[src/rtl/erc_pkg.sv]
// Shared types and constants for the eight-register core.
// Used by erc_alu, erc_wrap and eight_register_risc_core_unit.
package erc_pkg;

    localparam int XLEN      = 32;
    localparam int VAL_W     = 33;
    localparam int REG_COUNT = 8;
    localparam int RIDX_W    = 3;
    localparam int PORT_AW   = 16;

    typedef enum logic [2:0] {
        OP_ADD  = 3'b000,
        OP_NAND = 3'b001,
        OP_LW   = 3'b010,
        OP_SW   = 3'b011,
        OP_BEQ  = 3'b100,
        OP_JALR = 3'b101,
        OP_HALT = 3'b110,
        OP_NOOP = 3'b111
    } t_opcode;

    typedef enum logic [1:0] {
        ALU_ADD,
        ALU_NAND,
        ALU_EQ
    } t_alu_op;

    typedef enum logic [2:0] {
        S_IDLE,
        S_DEC,
        S_EXEC,
        S_BR,
        S_AWRAP,
        S_LWAIT,
        S_LWRAP,
        S_OUT
    } t_state;

    typedef struct packed {
        logic                bad_opcode;
        logic                reg_written;
        logic [RIDX_W-1:0]   reg_index;
        logic [XLEN-1:0]     reg_value;
        logic                mem_written;
        logic [PORT_AW-1:0]  mem_address;
        logic [XLEN-1:0]     mem_value;
    } t_result;

endpackage

[src/rtl/erc_wrap.sv]
// Address wrap unit: signed value modulo MEM_WORDS.
// Power-of-two depth masks the low bits; otherwise a reciprocal multiply pipeline.
// Depends on erc_pkg.
module erc_wrap #(
    parameter int MEM_WORDS = 65536
) (
    input  logic                             i_clk,
    input  logic                             i_rst_n,
    input  logic                             i_start,
    input  logic signed [erc_pkg::VAL_W-1:0] i_value,
    output logic                             o_done,
    output logic [$clog2(MEM_WORDS)-1:0]     o_addr
);
    import erc_pkg::*;

    localparam int AW      = $clog2(MEM_WORDS);
    localparam bit IS_POW2 = ((MEM_WORDS & (MEM_WORDS - 1)) == 0);

    generate
        if (IS_POW2) begin : g_mask
            logic          r_done;
            logic [AW-1:0] r_addr;

            always_ff @(posedge i_clk) begin
                if (!i_rst_n) begin
                    r_done <= 1'b0;
                end else begin
                    r_done <= i_start;
                end
            end

            always_ff @(posedge i_clk) begin
                if (i_start) begin
                    r_addr <= i_value[AW-1:0];
                end
            end

            assign o_done = r_done;
            assign o_addr = r_addr;
        end else begin : g_recip
            // quotient = (mag * ceil(2**SH / MEM_WORDS)) >> SH, exact for any 32-bit mag
            localparam int          SH       = 32 + AW;
            localparam logic [64:0] POW_SH   = 65'(1) << SH;
            localparam logic [64:0] RECIP    = (POW_SH + 65'(MEM_WORDS - 1)) / 65'(MEM_WORDS);
            localparam logic [31:0] RECIP_LO = RECIP[31:0];
            localparam logic        RECIP_HI = RECIP[32];
            localparam logic [31:0] M32      = 32'(MEM_WORDS);
            localparam logic [AW:0] MW       = (AW+1)'(MEM_WORDS);

            logic [5:0]        r_pipe;
            logic              r_neg;
            logic [31:0]       r_mag;
            logic [63:0]       r_prod;
            logic [31:0]       r_quo;
            logic [31:0]       r_qm;
            logic [AW-1:0]     r_raw;
            logic [AW-1:0]     r_addr;
            logic [VAL_W-1:0]  abs_val;
            logic [64:0]       prod_sum;

            // magnitude of every wrapped value stays below 2**32
            assign abs_val  = i_value[VAL_W-1] ? -i_value : i_value;
            assign prod_sum = {1'b0, r_prod} + (RECIP_HI ? {1'b0, r_mag, 32'b0} : 65'b0);

            always_ff @(posedge i_clk) begin
                if (!i_rst_n) begin
                    r_pipe <= '0;
                end else begin
                    r_pipe <= {r_pipe[4:0], i_start};
                end
            end

            always_ff @(posedge i_clk) begin
                if (i_start) begin
                    r_neg <= i_value[VAL_W-1];
                    r_mag <= abs_val[31:0];
                end
                r_prod <= 64'(r_mag) * 64'(RECIP_LO);
                r_quo  <= 32'(prod_sum >> SH);
                r_qm   <= r_quo * M32;
                r_raw  <= AW'(r_mag - r_qm);
                if (r_neg && (r_raw != '0)) begin
                    r_addr <= AW'(MW - {1'b0, r_raw});
                end else begin
                    r_addr <= r_raw;
                end
            end

            assign o_done = r_pipe[5];
            assign o_addr = r_addr;
        end
    endgenerate

endmodule

[config.mk]
export PLATFORM = sky130hd
export DESIGN_NAME = erc_wrap
export DESIGN_NICKNAME = d
export VERILOG_FILES = /design/src/rtl/erc_pkg.sv /design/src/rtl/erc_wrap.sv
export SDC_FILE = /design/constraint.sdc
export NUM_CORES = 1
export LEC_CHECK = 0
export BUFFER_PORTS_ARGS = -buffer_cell sky130_fd_sc_hd__buf_2
export CAP_MARGIN = 15
export CORE_MARGIN = 2
export CORE_UTILIZATION = 35
export DETAILED_ROUTE_END_ITERATION = 8
export PLACE_DENSITY = 0.85
export SETUP_SLACK_MARGIN = 0.3
export SLEW_MARGIN = 20
export SYNTH_ARGS = -nofsm -noshare
export SYNTH_HDL_FRONTEND = slang
export SYNTH_SLANG_ARGS = --single-unit
[constraint.sdc]
create_clock -name i_clk -period 1.01 [get_ports i_clk]
set_clock_uncertainty 0.15 [all_clocks]
set_input_delay 0 -clock i_clk [delete_from_list [all_inputs] [get_ports i_clk]]
set_output_delay 0 -clock i_clk [all_outputs]
set_load 0.02 [all_outputs]
==> summary.txt <==
Outcome
  • Run status: finished with violations
  • Failing checks: negative hold slack

Power
  • Pwr Density: 1720 nW/µm²
  • Clock power share: 24.3%
  • Comb pwr share: 15.4%
  • Tot Pwr: 1.41 mW
  • Leakage: 0.352 nW
  • NetSw: 0.318 mW
  • Sequential share of power: 60.4%
  • VDD IR max: 830 µV
  • Int Pwr: 1.10 mW
  • Sw Ratio: 22.5%

Logic synthesis
  • Post-synth EDFFs: 16
  • Register bit total from synthesis: 17
  • Post-synthesis sequential area ratio: 98.8%
  • Mapped Area: 507 µm²
  • Post-synth top cells: 16 x edfxtp_1, 1 x and2_1, 1 x dfxtp_1
  • Simple logic cell fraction of the synthesized area: 1.23%
  • Post-Synth Adder-Cell Area: 0%
  • YS warnings: 0
  • Post-synth top area share: 94.8%
  • Xor/xnor cell area share of the yosys netlist: 0%
  • Mux share of post-synthesis cell area: 0%
  • Main synth FF type: edfxtp_1
  • Syn_area_per_cell: 28.2 µm²
  • Netlist cell types: 3
  • Biggest area consumer among synthesized cells: edfxtp_1
  • Syn nets: 54
  • Largest family of logic cells by synthesized area: simple AND/OR/NAND/NOR gates
  • Compound-Gate Fraction of Synth Area: 0%
  • Post-synthesis cell count: 18
  • Top post-synthesis cells by area: edfxtp_1 95%, dfxtp_1 4.0%, and2_1 1.2%
  • Async SR Flop Fraction: 0%
  • Most common cell in the netlist: edfxtp_1

Floorplan
  • Initial core utilization: 38.0%
  • Core area: 1330 µm²
  • Rows: 13
  • Die Ht: 42.1 µm
  • Full die area: 1770 µm²
  • Die Span X: 42.1 µm
  • Top Ports: 53

Worst setup path
  • Max FO, Critical Path: 1
  • Crit start category: flop
  • Critical path class: reg2out
  • CP top delay family: flip-flops
  • Critical path's largest stage delay: 0.41 ns
  • Critical path required time: 0.86 ns
  • CP max-delay cell: edfxtp_1
  • Buffer and inverter count on the worst path: 1
  • CP arrival: 0.83 ns
  • CP endpoint kind: output port
  • Worst path cell trace: buf_6

Place
  • # placed instances: 68
  • Place WS: 0.185 ns
  • Gp weighted congestion: 0.601
  • HPWL after detailed placement: 653 µm
  • Port bufs: 35
  • Placed instance area: 701 µm²

Min path
  • Hold worst-path end: o_addr[6]
  • HP Start: i_value[6]
  • Worst hold path class: in2reg
  • Hold path depth: 1

Routing
  • Iter 0 DRT Violations: 4
  • DRT Pass-1 Iters: 2
  • Via count: 302
  • Vias per std cell: 4.19
  • Post-route ant nets: 0
  • Drc violations: 0
  • Final wirelength: 909 µm
  • Routed len/inst: 12.6 µm

Timing
  • Slew HR: 76.2%
  • Final Hold Fails: 23
  • Fin worst setup slack: 0.0278 ns
  • Setup violations, final: 0
  • Fin crit period: 0.982 ns
  • Max Clk Rate: 1020 MHz
  • Slew at the pin closest to its max-slew limit: 0.357 ns
  • RSZ-0062 raised after global routing: true
  • Setup Total Neg Slack: 0 ns
  • Hold WS: -0.260 ns
  • Pins Over Slew Limit: 0
  • Tcrit/Tclk final: 97.2%

Clocking
  • Root buffer cell: clkbuf_4
  • Worst-case clock buffer depth: 2
  • Post-CTS setup buffers: 0
  • Worst-path clk slew: 0.09 ns
  • H-tree Lvls: 1
  • Clk sinks: 17
  • Num CTS Buffers: 3
  • CTS tree: built

Flow run
  • Max-capacitance violation count: 0

Final layout
  • Area Growth Syn to Fin: 62.2%
  • Fin nets: 94
  • Ant. Diodes: 0
  • Share of cells above drive strength 1: 68.4%
  • Finished Layout Cells: 72
  • Fill count: 110
  • Post-route cell area: 822 µm²
  • Final Util: 61.6%

GRT
  • Vias in the first global route: 300
  • Largest net degree at the start of global routing: 18
  • Gr ovfl total: 0
  • Initial antenna violation count: 0
  • GRT Overall Usage: 11.1%
  • First-pass GRT wire length: 1.35 mm
-- placed cells by master (no fill, tap or decap), drive strengths merged --
cell,count
buf,35
dfxtp,1
clkbuf,4
edfxtp,16
and2,1
-- worst max path at each step --
stage	from	to	slack [ns]	cells past startpoint
6_report	o_addr[1]	o_addr[1]	0.03	1
5_1_grt	o_addr[1]	o_addr[1]	-0.02	1
4_1_cts	o_addr[1]	o_addr[1]	0.007	1
3_5_place_dp	i_start	o_addr[7]	0.19	1
3_3_place_gp	i_start	o_addr[4]	0.21	1
2_1_floorplan	o_addr[0]	o_addr[0]	0.41	0
-- power by group through the flow --
stage	Sequential, mW	Combinational [mW]	Clock [mW]
6_report	0.854	0.217	0.344
3_3_place_gp	0.854	0.164	0
2_1_floorplan	0.932	0.00127	0
5_1_grt	0.858	0.227	0.395
3_5_place_dp	0.857	0.167	0
4_1_cts	0.844	0.178	0.363
-- sequential cells by signal, indices dropped and copies added, names as in the netlist --
register / flops
o_addr: 16
o_done: 1
-- layout make-up --
| cell class | instances | area [µm²] | area share, % |
|---|---|---|---|
| sequential | 17 | 502 | 61.0 |
| multi-input combinational | 1 | 6.26 | 0.761 |
| timing repair buffer | 35 | 269 | 32.7 |
| tap | 15 | 18.8 | 2.28 |
| clock buffer | 4 | 26.3 | 3.20 |
-- repair_timing --
item | in CTS | in global routing
pin swaps | 0 | 0
setup endpoints to repair | 17 | 17
hold endpoints to repair | 26 | 33
resized for setup | 7 | 24
-- kinds of logic after synthesis --
| kind of cell | Yosys count |
|---|---|
| DFF | 17 |
| and+or+nand+nor | 1 |
-- metal layers --
layer | global-route usage, % | up-vias | routed length, µm
met5 | 0 | - | 0
met4 | 9.38 | 0 | 7
met3 | 4.31 | 2 | 69
met2 | 16.6 | 18 | 485
met1 | 12.5 | 134 | 346
li1 | - | 148 | -
No activity file was read; power rests on OpenSTA's default activity.
