<file path="config.mk">
export PLATFORM = sky130hd
export DESIGN_NAME = erc_alu
export DESIGN_NICKNAME = d
export VERILOG_FILES = /design/src/rtl/erc_pkg.sv /design/src/rtl/erc_alu.sv
export SDC_FILE = /design/constraint.sdc
export NUM_CORES = 1
export LEC_CHECK = 0
export ABC_AREA = 1
export BUFFER_PORTS_ARGS = -buffer_cell sky130_fd_sc_hd__buf_2
export CORE_UTILIZATION = 45
export DETAILED_ROUTE_END_ITERATION = 10
export PLACE_DENSITY_LB_ADDON = 0.1
export SETUP_SLACK_MARGIN = 0.2
export SLEW_MARGIN = 40
export SYNTH_ARGS = -nofsm -noshare
export SYNTH_HDL_FRONTEND = slang
export SYNTH_SLANG_ARGS = --single-unit
export TNS_END_PERCENT = 1
</file>
<file path="constraint.sdc">
create_clock -name vclk -period 2.5
set_input_delay 0.25 -clock vclk [all_inputs]
set_output_delay 0.25 -clock vclk [all_outputs]
set_load 0.01 [all_outputs]
</file>
<file path="src/rtl/erc_pkg.sv">
// Shared types and constants for the eight-register core.
// Used by erc_alu, erc_wrap and eight_register_risc_core_unit.
package erc_pkg;

    localparam int XLEN      = 32;
    localparam int VAL_W     = 33;
    localparam int REG_COUNT = 8;
    localparam int RIDX_W    = 3;
    localparam int PORT_AW   = 16;

    typedef enum logic [2:0] {
        OP_ADD  = 3'b000,
        OP_NAND = 3'b001,
        OP_LW   = 3'b010,
        OP_SW   = 3'b011,
        OP_BEQ  = 3'b100,
        OP_JALR = 3'b101,
        OP_HALT = 3'b110,
        OP_NOOP = 3'b111
    } t_opcode;

    typedef enum logic [1:0] {
        ALU_ADD,
        ALU_NAND,
        ALU_EQ
    } t_alu_op;

    typedef enum logic [2:0] {
        S_IDLE,
        S_DEC,
        S_EXEC,
        S_BR,
        S_AWRAP,
        S_LWAIT,
        S_LWRAP,
        S_OUT
    } t_state;

    typedef struct packed {
        logic                bad_opcode;
        logic                reg_written;
        logic [RIDX_W-1:0]   reg_index;
        logic [XLEN-1:0]     reg_value;
        logic                mem_written;
        logic [PORT_AW-1:0]  mem_address;
        logic [XLEN-1:0]     mem_value;
    } t_result;

endpackage

</file>
<file path="src/rtl/erc_alu.sv">
// Shared arithmetic unit: add, nand and equality compare on 33-bit operands.
// Depends on erc_pkg.
module erc_alu (
    input  erc_pkg::t_alu_op              i_op,
    input  logic signed [erc_pkg::VAL_W-1:0] i_a,
    input  logic signed [erc_pkg::VAL_W-1:0] i_b,
    output logic signed [erc_pkg::VAL_W-1:0] o_result,
    output logic                          o_eq
);
    import erc_pkg::*;

    always_comb begin
        o_eq = (i_a == i_b);
        case (i_op)
            ALU_ADD:  o_result = i_a + i_b;
            ALU_NAND: o_result = {1'b0, ~(i_a[XLEN-1:0] & i_b[XLEN-1:0])};
            ALU_EQ:   o_result = '0;
            default:  o_result = '0;
        endcase
    end

endmodule

</file>
==> results of run 1 <==
==> power by group <==
group          switching (mW)  leakage [nW]  internal, mW  total [mW]
logic                   0.529          2.40         0.300       0.829
registers                   0             0             0           0
clock network               0             0             0           0
total                   0.529          2.40         0.300       0.829
==> layout by cell type, fill, tap and decap left out, types with 4 or more instances in the layout <==
cell type	n
o21ai_1	6
buf_2	102
inv_2	12
nand4_1	4
o22ai_1	6
nor2_1	47
nand2_2	15
a21oi_1	27
inv_1	128
o21ai_0	23
nand3_1	37
nand2_1	255
nor4_1	7
buf_4	5
ha_1	28
==> area by class of cell <==
type                            count  area share (%)
Multi-Input combinational cell    482            67.4
Timing Repair Buffer              107            15.3
Inverter                          140            14.7
Tap cell                           77            2.69
==> synth_stat cells <==
cell type  count
o21bai_1       1
nand3_2        3
o21ai_0       23
o21ai_2        1
nand4_1        4
o21ai_1        6
xor2_1         1
nor2_2         3
nor2_1        47
nand3b_1       2
nor3_1         3
a21oi_1       28
inv_1        128
fa_1           1
and2_1         1
nand2_1      256
nor4_1         7
xnor2_1        1
clkbuf_1       5
nand2_2       14
or2_1          1
nand3_1       37
o22ai_1        6
inv_2         12
ha_1          32
a21oi_2        1
nand2_4        1
clkbuf_4       1
or2_2          2
==> path summary, 6_finish.rpt <==
| path | depth (start not counted) | start | slack (ns) | to |
|---|---|---|---|---|
| max | 11 | i_a[2] | 0.29 | o_result[18] |
| min | 5 | i_op[0] | 0.94 | o_result[0] |
==> through the flow <==
stage                     hold WS (ns)  cell area (um2)  utilization (%)  cells
after global placement           0.924             3530             56.0    804
after floorplan                  0.673             2930                -    628
after detailed placement         0.935             3530             56.0    804
after global routing             0.975             3590             56.8    806
after CTS                        0.937             3530             56.0    804
final                            0.938             3590             56.8    806
==> what timing repair did <==
action,in CTS,in global routing
setup endpoints to repair,1,17
cloned,0,0
pin swaps,1,3
setup buffers,0,2
resized for setup,0,9
==> kinds of logic (layout without fill, tap and decap cells) <==
logic type      Yosys count  in the layout  synth area share [%]
compound gates           66             66                  11.9
simple gates            381            381                  54.4
buf+inv                 146            247                  18.8
xor+xnor                  2              2                 0.598
fa+ha+maj                33             33                  14.3
==> metal layers <==
| metal | global-route usage (%) | vias to the layer above | share of wire (%) |
|---|---|---|---|
| met1 | 44.6 | 1822 | 48 |
| met3 | 1.54 | 4 | 8.1 |
| met5 | 0 | - | 0 |
| met2 | 48.4 | 185 | 44 |
| met4 | 1.21 | 0 | 0.14 |
| li1 | - | 2128 | - |
==> reports/summary.md, run 1 <==
The run finished with clean final reports. The worst-case setup margin in the final layout was 0.288 ns. The final route contains 4139 vias. Traced cell by cell, the critical path runs through buf_2, ha_1, nand2_2, nor2_2, nand3_1, nand3b_1, nand2_1, nand3_1, nand2_1, o21ai_1, buf_2. After layout, the worst path uses 88.5% of the clock period. The normalized max-slew margin came out at 64.1%.

The pre-CTS worst setup slack is 0.208 ns. The worst setup path is of the in -> out kind. The post-route netlist has 20.7% of its cells at a drive strength greater than 1.

Setup violations remaining at the end of the flow were counted as 0. The critical path contains buffers and inverters numbering 2 combined. In the routed design, unresolved DRC markers number 0.

The analysis attributes to cell leakage a power of 2.40 nW. Summing all multi-input logic gate instances after layout gives 2420 um2. At the end of routability-driven placement, the weighted congestion stood at 0.936. Worst min-delay path category: in -> out. The run gives 0 as the final antenna-violating net count.

The post-detailed-route via-to-cell ratio is 5.14. The highest fanout seen on the critical path is 7, and the highest achievable clock rate is 0.452 GHz. The routed length per instance was 12.7 um; the total global routing overflow was 0. After detailed routing, the total wire length is 10.2 mm. For the total of warnings raised by yosys, the log shows 0. The tools report the first-pass detailed-route iteration total as 5.

The tools report the number of clock buffers in the layout as 0. The cell class contributing the biggest share of worst-path delay was simple AND/OR/NAND/NOR gates. The wire length of the first global-routing pass came out at 15.9 mm. Entering global routing, the biggest net connects 22 pins.

The logs give 102 for the number of top-level pins and 3479 for the via count of the first global-routing pass. The antenna cell count is 0. For this design, the CTS-stage hold fixing added 0 buffers. Row generation in the floorplan step produced 29 rows.

The design has 0 sequential cells. The total area inside the core boundary comes to 6310 um2. The largest total area in the synthesized netlist belongs to nand2_1. The worst setup path is captured at an output port. Fraction of synthesized cell area taken by the top area cell type: 32.8%.

STA classifies the critical path startpoint as an input port. Counting distinct cell types in the post-synthesis netlist gives 29. The average footprint of a synthesized cell is 4.67 um2, and the maximum ir drop on the vdd rail is 122 uV. Global routing used 29.7% of the available tracks.

The growth of design area from synthesis to finish works out to 22.3%. Count of maximum capacitance violations: 0. The height of the die was 82.7 um; the sum of internal, switching and leakage power was 829 uW.

The first routing iteration left 320 violations. For the aggregate negative setup slack, the log shows 0 ns. The floorplan step defined a die boundary enclosing 6840 um2. The worst stage delay on the critical path is 0.43 ns. The floorplan step set the die width to 82.7 um.

The run gives 0 as the number of slew-limit violations in the final report. The number of hold-slack violations in the final timing report is 0. Across the whole layout, storage elements account for 0 um2. For the initial standard-cell utilization of the core, the log shows 46.4%. The minimum clock period came out at 2.21 ns.

The logs give 729 for the layout filler cell count and 0% for the sequential fraction of the synthesis area. The wire-length estimate of the detail-placed layout is 8.68 mm. For the count of mapped cells out of synthesis, the log shows 628. After synthesis, the cell types taking the most area are nand2_1 (33%), inv_1 (16%), ha_1 (14%), nand3_1 (6.3%), nor2_1 (6.0%). During placement, the flow inserted port buffers numbering 102.

The initial antenna violation count is 0. The net count after synthesis is 729. Setup repair after global routing could not meet its margin everywhere.

The worst-margin pin slew was 0.533 ns; the cell area after technology mapping was 2930 um2. The data required time at the worst endpoint came out at 2.25 ns. For the worst setup path, the data arrival time is 1.96 ns. For this design the ratio of total power to cell area is 231 nW/um2. The final-stage net count is 832. Master of the slowest instance on the critical path: ha_1.
Note: power is estimated with default switching activity, not from simulation.
==> run 2, diff against run 1 <==
--- a/config.mk
+++ b/config.mk
@@ -7,10 +7,11 @@
 export LEC_CHECK = 0
 export ABC_AREA = 1
 export BUFFER_PORTS_ARGS = -buffer_cell sky130_fd_sc_hd__buf_2
+export CORE_ASPECT_RATIO = 0.9
 export CORE_UTILIZATION = 45
 export DETAILED_ROUTE_END_ITERATION = 10
 export PLACE_DENSITY_LB_ADDON = 0.1
-export SETUP_SLACK_MARGIN = 0.2
+export SETUP_SLACK_MARGIN = 0.02
 export SLEW_MARGIN = 40
 export SYNTH_ARGS = -nofsm -noshare
 export SYNTH_HDL_FRONTEND = slang
==> constraint.sdc (replaced) <==
create_clock -name vclk -period 1.8
set_input_delay 0.18 -clock vclk [all_inputs]
set_output_delay 0.18 -clock vclk [all_outputs]
set_load 0.01 [all_outputs]
==> run 2 against run 1 <==
The run now ends with negative setup slack left. Cell count is 6.6% higher. Combinational power increased by 88%. Sequential share of layout area is the same. Sequential cell count did not move. First-iteration DRC count is 5.6% higher. Global-route usage rose by 3.3 points. Via count is 7.7% higher. Critical path depth up 2. Total power grew 88%. Non-clock buffer count grew 43. Wire length grew 17%. Hold slack got worse by 0.16 ns. Largest power group unchanged. Highest routed layer unchanged.
==> reports/summary.md, run 2 (synthesized netlist as in run 1, its figures left out) <==
The run finished, with violations left. The checks that failed: negative setup slack. The count of input and output buffers was 102; the power density relative to cell area was 342 nW/um2. The tightest hold path in the finished design has a slack of 0.775 ns.

The tools report the kind of capture point of the worst setup path as an output port. The most common cell after layout, fill and taps aside is nand2_1. The estimated wirelength of the detail-placed design was 9.13 mm; the post-detailed-route via-to-cell ratio was 5.19. For this configuration, the core starts out at a cell density of 47.2%. After the first detailed-routing iteration, the DRC count stood at 338.

The first global-routing pass estimated 18.0 mm of wire. The run gives 6840 um2 as the die area. The worst hold path was traced through 4 stages. In this design, the critical path's most frequently occurring cell is nand2_2.

The height of the die was 78.6 um. The total setup violations reported at the end of the flow was 19. Signal routing reaches up to met4.

The site row count is 27. The logs give 4459 for the routed via count and 875 for the final-stage net count. For this block, the routed nets add up to 12.0 mm of wire. The global router's overall resource usage came out at 33.0%. After layout, the minimum clock period comes to 1.88 ns.

The number of slew-limit violations in the final report came out at 0. The largest net degree at the start of global routing is 19, and the data arrival time of the critical path is 1.70 ns. The run gives 5.35 mm as the routed length on met1. The worst min-delay path category was in -> out. Routability-driven placement finished with a final weighted congestion of 0.981. Of the available clock period, the critical path in the final layout requires 104%. The initial antenna violation count was 0. The critical path goes through buf_2, inv_1, fa_2, o21ai_4, nand2_2, nand2_2, nand2_2, nand2_4, nand2_4, nand3_2, nand2_2, nor2_2, buf_2. Summing internal, switching and leakage power gives 1.56 mW. Summed over all nets, wire length on met3 after detailed routing comes to 1.15 mm. Compared with the post-synthesis result, the final layout area differs by 55.9%.

The logs give 0 for the total number of sequential cells and 2.67 nW for the leakage component of the power. The fraction of layout cells with a size suffix above 1 works out to 38.2%. In the finished layout, the clock tree contains a buffer count of 0. The critical path is of the in -> out type.

The number of hold-slack violations in the final timing report is 0. VDD sags by at most 196 uV. The run gives 0 um2 as the sequential cell area. Wire segments on met2 add up to 5.31 mm in the final route. Final antenna-violating net count: 0. The logs give 0 for the count of maximum capacitance violations and 0.532 GHz for the highest achievable clock rate. The first detailed-routing pass took 6 iterations. For this design the top-level I/O count stands at 102.

Setup repair after global routing could not meet its margin everywhere. The die boundary width was 87.1 um; the total global routing overflow was 0. The library cells used most frequently in the layout, excluding fill and tap cells, are nand2_1 (222), inv_1 (123), buf_2 (100). For the worst-case setup margin in the final layout, the log shows -0.0790 ns. In the routed design, unresolved DRC markers number 0. The run gives 1.62 ns as the data required time at the worst endpoint. The master of the slowest instance on the critical path is fa_2. On the worst path, the slowest cell contributes a delay of 0.44 ns.

The repair_antennas step left the layout with diodes totalling 0. For the pin with the worst max-slew slack, the measured transition is 0.505 ns. In this run the worst path has a maximum fanout of 3.

The run gives 3848 as the via count of the first global-routing pass. The total area inside the core boundary comes to 6220 um2. The worst setup path is launched from an input port.

The normalized max-slew margin is 66.1%, and the routed length per instance is 13.9 um.
[run 2: cell count changes in the layout (fill, tap and decap cells not counted), sizes merged]
cell  previous run  this run
buf            107       150
[run 2: worst max-delay path, delay by kind of cell]
| family | cells | cell delay [ns] |
|---|---|---|
| adders and majority gates | 1 | 0.44 |
| AOI/OAI and AO/OA | 1 | 0.23 |
| and+or+nand+nor | 8 | 0.54 |
| buffers and inverters | 3 | 0.30 |
[run 2: report_power, final]
| part | switching, mW | internal, mW |
|---|---|---|
| Clock | 0 | 0 |
| Sequential | 0 | 0 |
| Combinational | 0.898 | 0.665 |
[run 2: area by class of cell]
type / instances / area, um2
inverters: 140 / 526
fillers: 559 / 1650
repair buffers: 150 / 900
well taps: 87 / 109
multi-input cells: 482 / 3040
[run 2: final timing paths]
check   start      endpoint  slack (ns)
max    i_a[1]  o_result[32]       -0.08
min    i_b[8]   o_result[8]        0.78
[run 2: repair_timing]
action | in CTS | in global routing
buffers inserted | 2 | 3
setup endpoints to repair | 30 | 30
hold buffers | 0 | 0
gates resized for setup | 68 | 81
pin swaps | 10 | 28
[run 2: routing by layer]
metal	vias to the layer above	global-route usage, %
li1	2217	-
met1	1971	48.5
met2	246	52.9
met3	25	2.84
met4	0	3.83
met5	-	0
[run 2: through the flow]
stage / util (%) / setup slack [ns] / instance area [um2] / TNS (ns) / std cells
4_1_cts: 68.1 / -0.0966 / 4230 / -0.713 / 856
5_1_grt: 73.5 / -0.169 / 4570 / -2.91 / 859
3_5_place_dp: 62.1 / -0.279 / 3860 / -4.27 / 854
2_1_floorplan: - / 0.0396 / 2930 / 0 / 628
3_3_place_gp: 62.1 / -0.309 / 3860 / -3.64 / 854
6_report: 73.5 / -0.0790 / 4570 / -0.558 / 859
==> run 3, diff against run 2 <==
--- a/config.mk
+++ b/config.mk
@@ -10,6 +10,7 @@
 export CORE_ASPECT_RATIO = 0.9
 export CORE_UTILIZATION = 45
 export DETAILED_ROUTE_END_ITERATION = 10
+export GPL_TIMING_DRIVEN = 0
 export PLACE_DENSITY_LB_ADDON = 0.1
 export SETUP_SLACK_MARGIN = 0.02
 export SLEW_MARGIN = 40
==> run 3 against run 2 <==
The run still ends with negative setup slack left. Core utilization shrank 7.7 points. Combinational power shrank 13%. Worst setup slack lost 0.040 ns. Clock-buffer cell count is the same. Design area shrank 10%.
==> reports/summary.md, run 3 (synthesized netlist as in run 1, its figures left out) <==
The run finished, with violations left. The checks that failed: negative setup slack. For the number of slew-limit violations in the final report, the log shows 0.

Entering global routing, the biggest net connects 11 pins. The die boundary width is 87.1 um, and the worst-margin pin slew is 0.713 ns. Routed length per instance: 13.2 um. Worst min-delay path category: in -> out.

In the finished design the tool counted flip-flops and latches totalling 0. The growth of design area from synthesis to finish came out at 39.6%. The tools report the number of hold-slack violations in the final timing report as 0.

The die is 78.6 um tall. For the worst hold margin, the log shows 0.777 ns. In this run the static leakage power is 2.47 nW.

The tools report the routed via count as 4200. Most common cell after layout, fill and taps aside: nand2_1. The placer's final routability congestion estimate came out at 0.942.

Max-cap violations in this run came to 0. After clock tree synthesis, the flow added hold-fix buffers numbering 0. Headroom to the max-slew limit came out at 52.5%. The sequential cell area was 0 um2; the number of top-level pins was 102. The count of input and output buffers is 102, and the wire length of the first global-routing pass is 16.7 mm.

Total setup violations reported at the end of the flow: 21. Clock buffers in the final layout number 0. For this run, the number of standard cells in the final layout without fillers is 825.

For this configuration, the core starts out at a cell density of 47.2%. The fraction of layout cells with a size suffix above 1 was 31.0%. The total global routing overflow is 0. The sum of internal, switching and leakage power is 1.36 mW. The die covers 6840 um2. The highest fanout seen on the critical path is 4. The launching instance or port of the critical path is i_a[0]. In the final design database the tool counted 841 nets.

The initial antenna violation count came out at 0. Power spread over the standard cell area amounts to 333 nW/um2. After detailed routing, the number of remaining DRC violations is 0. For the worst setup path, the data arrival time is 1.74 ns. The clock network is responsible for 0% of the overall power. The critical path ends at o_result[16]. The total internal power is 534 uW, and the iteration-0 DRC count of the detailed router is 312. Setup repair after global routing could not meet its margin everywhere. The tools report the net switching component of the power as 827 uW. The logs give 817 for the cell count after placement and 646 for the layout filler cell count. The total length of routed wires came out at 10.9 mm. 0 antenna diodes ended up in the layout.

Global router's overall resource usage: 30.7%. The logs give 27 for the site row count and 1.62 ns for the data required time at the worst endpoint. After detailed routing, the number of vias per cell comes to 5.09. In this run, the combinational gates consume 100.0% of the power. After routing, the total negative slack on setup checks comes to -1.23 ns.

Final worst-path cycle share: 107%. IR analysis of the VDD net gives a maximum drop of 175 uV. Kind of capture point of the worst setup path: an output port.

Measured on the finished design, the core utilization comes to 65.8%. The setup path with the least slack is of type in -> out. The logs give 0% for the sequential share of power and 5 for the first-pass detailed-route iteration total. The library cells used most frequently in the layout, excluding fill and tap cells, are nand2_1 (234), inv_1 (125), buf_2 (100).

Worst-case setup margin in the final layout: -0.119 ns. The logs give 0 for the final antenna-violating net count and 0.521 GHz for the highest achievable clock rate. Switching share of power: 60.8%.

The tools report the type of origin of the critical path as an input port. For the estimated wirelength of the detail-placed design, the log shows 8.89 mm. Via count of the first global-routing pass: 3606. The minimum clock period is 1.92 ns.

Core region area: 6220 um2.
==> run 3: power by group through the flow <==
stage          logic, mW  clock network (mW)  registers (mW)
4_1_cts             1.20                   0               0
2_1_floorplan      0.749                   0               0
3_3_place_gp        1.09                   0               0
5_1_grt             1.50                   0               0
3_5_place_dp        1.11                   0               0
6_report            1.36                   0               0
==> run 3: area by class of cell <==
type	instances	area, um2	share of cell area (%)
repair buffers	110	587	14.3
inverters	140	526	12.8
plain buffers	6	26.3	0.642
multi-input cells	482	2850	69.5
well taps	87	109	2.66
==> run 3: worst min path at each step <==
stage	start	to	slack [ns]	cells after the start
after CTS	i_op[1]	o_result[17]	0.76	5
after floorplan	i_op[1]	o_result[17]	0.53	3
after global routing	i_op[1]	o_result[17]	0.79	5
after global placement	i_op[1]	o_result[17]	0.76	5
final	i_op[1]	o_result[17]	0.78	5
after detailed placement	i_op[1]	o_result[17]	0.76	5
==> run 3: per-stage QoR <==
stage | area, um2 | worst slack [ns]
floorplan | 2930 | 0.0396
detailed placement | 3550 | -0.485
global route | 4090 | -0.210
finish | 4090 | -0.119
CTS | 3770 | -0.114
global placement | 3550 | -0.437
==> run 3: critical path, stage by stage <==
cell and delay (ns):
buf_6 0.08, ha_4 0.13, inv_2 0.04, fa_2 0.40, o21ai_4 0.22, nand2_2 0.09
nand2_4 0.08, nand2_2 0.06, nand2_4 0.08, nand2_1 0.05, nand2_1 0.06, o22ai_2 0.09
buf_2 0.17
==> run 3: what timing repair did <==
item                                    4_1_cts  5_1_grt
buffers inserted                              5        3
gates resized for setup                      48       69
endpoints found under the setup margin       29       30
pin swaps                                    10       10
==> run 3: routing by layer <==
metal | vias up | track usage, % | share of wire (%)
met5 | - | 0 | 0
li1 | 2145 | - | -
met4 | 0 | 1.83 | 0.49
met2 | 170 | 49.1 | 44
met1 | 1881 | 45.3 | 47
met3 | 4 | 3.58 | 8.4
